[config.mk]
export PLATFORM = sky130hd
export DESIGN_NAME = bounded_set_table_unit
export DESIGN_NICKNAME = d
export VERILOG_FILES = /design/src/hw/rtl/bst_pkg.sv /design/src/hw/rtl/bst_cell.sv /design/src/hw/rtl/bounded_set_table_unit.sv
export SDC_FILE = /design/constraint.sdc
export NUM_CORES = 2
export LEC_CHECK = 0
export BUFFER_PORTS_ARGS = -buffer_cell sky130_fd_sc_hd__buf_2
export CAP_MARGIN = 20
export CELL_PAD_IN_SITES_DETAIL_PLACEMENT = 2
export CELL_PAD_IN_SITES_GLOBAL_PLACEMENT = 2
export CORE_AREA = 3 3 551 553
export CTS_CLUSTER_SIZE = 24
export DETAILED_ROUTE_END_ITERATION = 6
export DIE_AREA = 0 0 554 556
export PLACE_DENSITY_LB_ADDON = 0.1
export RECOVER_POWER = 50
export SLEW_MARGIN = 20
export SYNTH_ARGS = -nofsm -noshare
export SYNTH_HDL_FRONTEND = slang
export SYNTH_HIERARCHICAL = 1
export SYNTH_SLANG_ARGS = --single-unit
[constraint.sdc]
create_clock -name i_clk -period 26.4 [get_ports i_clk]
set_clock_uncertainty 0.15 [all_clocks]
set_input_delay 2.64 -clock i_clk [delete_from_list [all_inputs] [get_ports i_clk]]
set_output_delay 2.64 -clock i_clk [all_outputs]
set_load 0.05 [all_outputs]
[src/hw/rtl/bst_pkg.sv]
// Shared request, result and cell-chain types and codes for the bounded set table.
`timescale 1ns / 1ps
`default_nettype none

package bst_pkg;

    localparam int VAL_W = 32;
    localparam int CNT_W = 7;
    localparam int POS_W = 6;

    localparam logic [1:0] KIND_ADD    = 2'd0;
    localparam logic [1:0] KIND_REMOVE = 2'd1;
    localparam logic [1:0] KIND_SEARCH = 2'd2;
    localparam logic [1:0] KIND_READ   = 2'd3;

    localparam logic [2:0] ST_DONE    = 3'd0;
    localparam logic [2:0] ST_PRESENT = 3'd1;
    localparam logic [2:0] ST_ABSENT  = 3'd2;
    localparam logic [2:0] ST_FULL    = 3'd3;
    localparam logic [2:0] ST_EMPTY   = 3'd4;
    localparam logic [2:0] ST_RANGE   = 3'd5;

    typedef struct packed {
        logic [1:0]       kind;
        logic [VAL_W-1:0] item_value;
        logic [POS_W-1:0] position;
    } t_req;

    typedef struct packed {
        logic [2:0]       status;
        logic             found;
        logic [VAL_W-1:0] entry_out;
        logic [CNT_W-1:0] count;
    } t_rsp;

    typedef struct packed {
        logic capture;
        logic shift;
        logic append;
    } t_cell_ctl;

    typedef struct packed {
        logic             hit;
        logic [VAL_W-1:0] rdata;
    } t_chain;

endpackage

`default_nettype wire

[src/hw/rtl/bst_cell.sv]
// One storage cell of the set table: holds an entry, compares it and shifts it down.
`timescale 1ns / 1ps
`default_nettype none

module bst_cell #(
    parameter int IDX = 0,
    parameter int SB  = 32,
    parameter int CW  = 7
) (
    input  wire logic               i_clk,
    input  wire logic               i_rst_n,
    input  wire bst_pkg::t_cell_ctl i_ctl,
    input  wire logic [SB-1:0]      i_cmp_value,
    input  wire logic [SB-1:0]      i_wr_value,
    input  wire logic [bst_pkg::POS_W-1:0] i_position,
    input  wire logic [CW-1:0]      i_count,
    input  wire logic [SB-1:0]      i_next_entry,
    input  wire bst_pkg::t_chain    i_chain,
    output bst_pkg::t_chain         o_chain,
    output logic [SB-1:0]           o_entry
);
    import bst_pkg::*;

    localparam int IW = (CW > POS_W) ? CW : POS_W;

    logic [SB-1:0] r_entry;
    logic          r_match;
    logic          r_sel;
    logic          live;

    assign live = CW'(IDX) < i_count;

    always_ff @(posedge i_clk) begin
        if (!i_rst_n) begin
            r_match <= 1'b0;
            r_sel   <= 1'b0;
        end else if (i_ctl.capture) begin
            r_match <= live && (r_entry == i_cmp_value);
            r_sel   <= live && (IW'(i_position) == IW'(IDX));
        end
    end

    always_ff @(posedge i_clk) begin
        if (i_ctl.shift && (i_chain.hit || r_match)) begin
            r_entry <= i_next_entry;
        end else if (i_ctl.append && (i_count == CW'(IDX))) begin
            r_entry <= i_wr_value;
        end
    end

    assign o_chain.hit   = i_chain.hit | r_match;
    assign o_chain.rdata = i_chain.rdata | (r_sel ? VAL_W'(r_entry) : {VAL_W{1'b0}});
    assign o_entry       = r_entry;

endmodule

`default_nettype wire

[src/hw/rtl/bounded_set_table_unit.sv]
// Top level of the bounded set table: request handling, cell chain and result register.
//
//  channel  direction  handshake                   payload
//  in       request    i_in_valid / o_in_ready     i_in_req  (bst_pkg::t_req)
//  out      result     o_out_valid / i_out_ready   o_out_rsp (bst_pkg::t_rsp)
//
// Each request has an accept cycle, in which every cell compares its entry with the
// value and its index with the position, and a commit cycle, in which the match flags
// ripple along the cell chain, the store shifts or appends and the result loads.
// Reset clears the count and the handshake state; entries hold whatever they held.
// A result waiting in the output register does not block the next request; the
// commit cycle of that request waits until the output register is free.
`timescale 1ns / 1ps
`default_nettype none

module bounded_set_table_unit #(
    parameter int CAPACITY   = 64,
    parameter int VALUE_BITS = 32
) (
    input  wire logic          i_clk,
    input  wire logic          i_rst_n,
    input  wire logic          i_in_valid,
    output logic               o_in_ready,
    input  wire bst_pkg::t_req i_in_req,
    output logic               o_out_valid,
    input  wire logic          i_out_ready,
    output bst_pkg::t_rsp      o_out_rsp
);
    import bst_pkg::*;

    localparam int SB = (VALUE_BITS < VAL_W) ? VALUE_BITS : VAL_W;
    localparam int CW = $clog2(CAPACITY + 1);
    localparam int IW = (CW > POS_W) ? CW : POS_W;

    logic            r_busy;
    logic [CW-1:0]   r_count;
    logic [CW-1:0]   n_count;
    t_req            r_req;
    logic            r_out_valid;
    t_rsp            r_out;
    t_rsp            n_out;

    logic            accept;
    logic            go;
    logic            hit;
    logic            full;
    t_cell_ctl       ctl;
    t_chain          chain [CAPACITY+1];
    logic [SB-1:0]   entry [CAPACITY];
    logic [SB-1:0]   cmp_value;
    logic [SB-1:0]   wr_value;

    assign accept     = i_in_valid && !r_busy;
    assign go         = r_busy && (!r_out_valid || i_out_ready);
    assign o_in_ready = !r_busy;
    assign hit        = chain[CAPACITY].hit;
    assign full       = r_count == CW'(CAPACITY);
    assign cmp_value  = SB'(i_in_req.item_value);
    assign wr_value   = SB'(r_req.item_value);

    assign ctl.capture = accept;
    assign ctl.shift   = go && (r_req.kind == KIND_REMOVE);
    assign ctl.append  = go && (r_req.kind == KIND_ADD) && !hit && !full;

    assign chain[0].hit   = 1'b0;
    assign chain[0].rdata = {VAL_W{1'b0}};

    for (genvar g = 0; g < CAPACITY; g++) begin : g_cell
        logic [SB-1:0] next_entry;
        if (g == CAPACITY - 1) begin : g_last
            assign next_entry = entry[g];
        end else begin : g_mid
            assign next_entry = entry[g+1];
        end
        bst_cell #(
            .IDX (g),
            .SB  (SB),
            .CW  (CW)
        ) u_cell (
            .i_clk        (i_clk),
            .i_rst_n      (i_rst_n),
            .i_ctl        (ctl),
            .i_cmp_value  (cmp_value),
            .i_wr_value   (wr_value),
            .i_position   (i_in_req.position),
            .i_count      (r_count),
            .i_next_entry (next_entry),
            .i_chain      (chain[g]),
            .o_chain      (chain[g+1]),
            .o_entry      (entry[g])
        );
    end

    always_comb begin
        n_count         = r_count;
        n_out.status    = ST_DONE;
        n_out.found     = hit;
        n_out.entry_out = {VAL_W{1'b0}};
        unique case (r_req.kind)
            KIND_ADD: begin
                if (hit) begin
                    n_out.status = ST_PRESENT;
                end else if (full) begin
                    n_out.status = ST_FULL;
                end else begin
                    n_count = r_count + CW'(1);
                end
            end
            KIND_REMOVE: begin
                if (r_count == '0) begin
                    n_out.status = ST_EMPTY;
                end else if (!hit) begin
                    n_out.status = ST_ABSENT;
                end else begin
                    n_count = r_count - CW'(1);
                end
            end
            KIND_SEARCH: begin
                n_out.status = hit ? ST_DONE : ST_ABSENT;
            end
            KIND_READ: begin
                n_out.found = 1'b0;
                if (IW'(r_req.position) < IW'(r_count)) begin
                    n_out.entry_out = chain[CAPACITY].rdata;
                end else begin
                    n_out.status = ST_RANGE;
                end
            end
        endcase
        n_out.count = CNT_W'(n_count);
    end

    always_ff @(posedge i_clk) begin
        if (!i_rst_n) begin
            r_busy      <= 1'b0;
            r_count     <= '0;
            r_out_valid <= 1'b0;
        end else begin
            if (accept) begin
                r_busy <= 1'b1;
            end else if (go) begin
                r_busy <= 1'b0;
            end
            if (go) begin
                r_count     <= n_count;
                r_out_valid <= 1'b1;
            end else if (i_out_ready) begin
                r_out_valid <= 1'b0;
            end
        end
    end

    always_ff @(posedge i_clk) begin
        if (accept) begin
            r_req <= i_in_req;
        end
        if (go) begin
            r_out <= n_out;
        end
    end

    assign o_out_valid = r_out_valid;
    assign o_out_rsp   = r_out;

endmodule

`default_nettype wire

==> impl_metrics.yaml <==
power_and_ir_drop:
  powerDensity_nw_per_um2: 60.3
  ir_drop_v: 0.0000519
  leakagePower_nw: 58.9
detailed_routing:
  antenna_left: 0
  first_pass_iters: 6
  routed_wl_mm: 669
  viasPerCell: 7.01
  num_vias: 106000
  route.detailed.drc: 0
  first_iter_violations: 15200
  routedWlPerCell_um: 44.0
critical_path:
  cpMostUsedCell: "or2_0"
  crit_required_ns: 26.77
  crit_path_end_kind: "register"
  criticalPathCategory: "reg2reg"
  critPathLaunchType: "register"
  slowest_stage: "o21ai_4"
  worstPathArrival_ns: 22.22
  critPathMaxStageDelay_ns: 0.78
  cp_max_fo: 33
global_routing:
  grt_pass1_wl_mm: 921
  grt_overflow_total: 0
  grt_usage_pct: 42.2
  first_global_vias: 111000
  antenna_found_initial: 68
  grt_max_degree: 71
floorplanning:
  die_x_um: 554
  num_rows: 201
  io_pins: 89
  die_area_um2: 308000
  initial_utilization_pct: 46.9
  die-height_um: 556
  core_area_um2: 299000
run_status:
  violations: "max-capacitance violations, max-slew violations"
  status: "finished, violations left"
sta:
  relSlewSlack_pct: -330
  timing.hold.ws_ns: 0.313
  layout_min_cycle_time_ns: 21.85
  tns_ns: 0
  hold_violations: 0
  worst_pin_slew_ns: 6.46
  setup_viol_count_final: 0
  finalMaxSlewViolations: 2950
  rsz0062_at_grt: "false"
  fmax_ghz: 0.0458
  fin_crit_sh_pct: 82.8
clocking:
  clk_latency_ns: 0.92
  numCtsBuffers: 278
  clockRootBuffer: "clkbuf_16"
  cts-resized-gates: 0
  cts.sink_count: 2268
  cts.clk_slew.worst_paths_ns: 0.06
  clockBufferDepth: 4
  cts_tree: "built"
  htreeDepth: 5
  cts_setup_buffers: 0
  cts_hold_buffers: 0
logic_synthesis:
  ys_seq_area_share_pct: 47.6
  syn_area_um2: 140000
  syn_inst: 10700
  ys_ff_latch: 2268
  synth.distinct_cells: 103
  yosys_warnings: 6
  async_flop_share_pct: 0
  avgSynthCellArea_um2: 13.1
  synth_edf_count: 2131
  yosys_most_used_dff: "edfxtp_1"
final_layout:
  seq_area_um2: 66800
  nets: 11000
  fill_cells: 28800
  drive_gt1_share_pct: 18.4
  multi_input_area_um2: 68400
  area_delta_synth_final_pct: 8.33
place:
  portBuffers: 88
  globalplace.congestion: 0.940
  dp.final_hpwl_mm: 446
min_path:
  hold_class: "reg2reg"
job:
  max_cap_violations: 104
[path summary, 6_finish.rpt]
check                             from                      endpoint  slack (ns)  cells after the start
max           g_cell[0].u_cell/r_match  g_cell[37].u_cell/o_entry[0]        4.55                     69
max reg2reg   g_cell[0].u_cell/r_match  g_cell[37].u_cell/o_entry[0]        4.55                     69
min reg2reg  g_cell[37].u_cell/r_match     g_cell[37].u_cell/r_match        0.31                      2
min          g_cell[37].u_cell/r_match     g_cell[37].u_cell/r_match        0.31                      2
[final cells by class]
| cell class | instances | area share [%] |
|---|---|---|
| antenna | 29 | 0.0478 |
| clock buffer | 376 | 5.07 |
| multi-input combinational | 7973 | 45.0 |
| inverter | 53 | 0.132 |
| tap | 3958 | 3.26 |
| clock inverter | 123 | 0.683 |
| timing repair buffer | 413 | 1.84 |
| sequential | 2268 | 43.9 |
[state kept, by name, indices dropped and copies added, names as in the netlist, 7 cells and up]
signal / flops
r_req: 8
g_cell.u_cell/r_match: 64
o_out_rsp: 43
wr_value: 32
g_cell.u_cell/r_sel: 64
r_count: 7
g_cell.u_cell/o_entry: 2048
[layer usage]
layer / vias up / routed length (um) / GRT usage, %
met1: 55400 / 252000 / 54.2
met3: 2189 / 68700 / 8.67
met5: - / 80 / 0
li1: 41300 / - / -
met2: 7530 / 298000 / 65.2
met4: 10 / 50000 / 26.1
[kinds of logic after synthesis]
kind of cell               share of synthesized area [%]
DFF                                                 47.6
buffers and inverters                               2.52
xor gates and xnor gates                            12.7
other                                            0.00267
AOI/OAI and AO/OA                                   12.6
and+or+nand+nor                                     6.75
muxes                                               17.8
adders and majority gates                         0.0624
[cell usage in the layout, fill, tap and decap left out, types with 178 or more instances in the layout]
cell,Yosys,routed
mux2_1,366,871
nand4_1,377,377
clkbuf_16,0,288
clkbuf_1,225,188
nand2_1,138,178
nor4_1,248,251
a21o_1,2011,2011
mux2_2,1208,1128
buf_4,26,264
edfxtp_1,2131,2131
xnor2_1,1183,1183
xor2_1,849,849
[stage by stage]
stage	instances	total power, mW	cell area [um^2]	utilization, %	worst slack, ns
2_1_floorplan	10800	4.80	140000	-	2.16
3_3_place_gp	14700	5.32	146000	48.6	5.26
3_5_place_dp	14700	5.36	146000	48.7	5.08
4_1_cts	15200	9.17	154000	51.6	4.91
5_1_grt	15200	9.33	152000	50.8	3.92
6_report	15200	9.16	152000	50.8	4.55
[power by group]
part           internal (mW)  total (mW)  switching [mW]
logic                  0.422        1.23           0.804
clock network           2.20        3.85            1.66
registers               4.01        4.08          0.0679
total                   6.64        9.16            2.53
[synth_stat cells (13+ instances only)]
cell type | number | area [um^2]
nand2b_1 | 30 | 188
nand2_1 | 138 | 518
nor4_1 | 248 | 1550
a21o_1 | 2011 | 15100
o21a_1 | 15 | 113
nand3_1 | 113 | 566
clkbuf_1 | 225 | 845
and3_1 | 14 | 87.6
nand2_8 | 16 | 320
a21o_2 | 42 | 368
or2_2 | 16 | 100
o41ai_1 | 20 | 175
o21ai_0 | 78 | 390
and2_1 | 48 | 300
xor2_1 | 849 | 7440
o21ai_1 | 36 | 180
mux2_1 | 366 | 4120
xnor2_1 | 1183 | 10400
nor4_2 | 18 | 225
nor3_1 | 86 | 430
buf_4 | 26 | 195
buf_2 | 83 | 415
nor2b_1 | 33 | 206
buf_6 | 76 | 856
or2_4 | 28 | 245
nor2_1 | 57 | 214
inv_1 | 52 | 195
nand2_4 | 17 | 191
mux2i_1 | 13 | 130
a21boi_0 | 22 | 165
nand3b_1 | 26 | 195
nand2_2 | 13 | 81.3
buf_12 | 51 | 1020
mux2_2 | 1208 | 13600
edfxtp_1 | 2131 | 64000
mux2_4 | 474 | 7120
dfxtp_1 | 137 | 2740
nand4_1 | 377 | 2360
or4_1 | 24 | 180
a21oi_1 | 31 | 155
o22ai_1 | 20 | 125
nor4bb_1 | 18 | 180
nor4b_1 | 16 | 140
or2_1 | 22 | 138
nand4b_1 | 46 | 403
[critical path, delay by kind of cell (launching register included)]
kind                   cells  cell delay [ns]
DFF                        1             0.32
AOI/OAI and AO/OA          1             0.78
and+or+nand+nor           66            18.67
buffers and inverters      2             1.37
No activity file was read; power rests on OpenSTA's default activity.
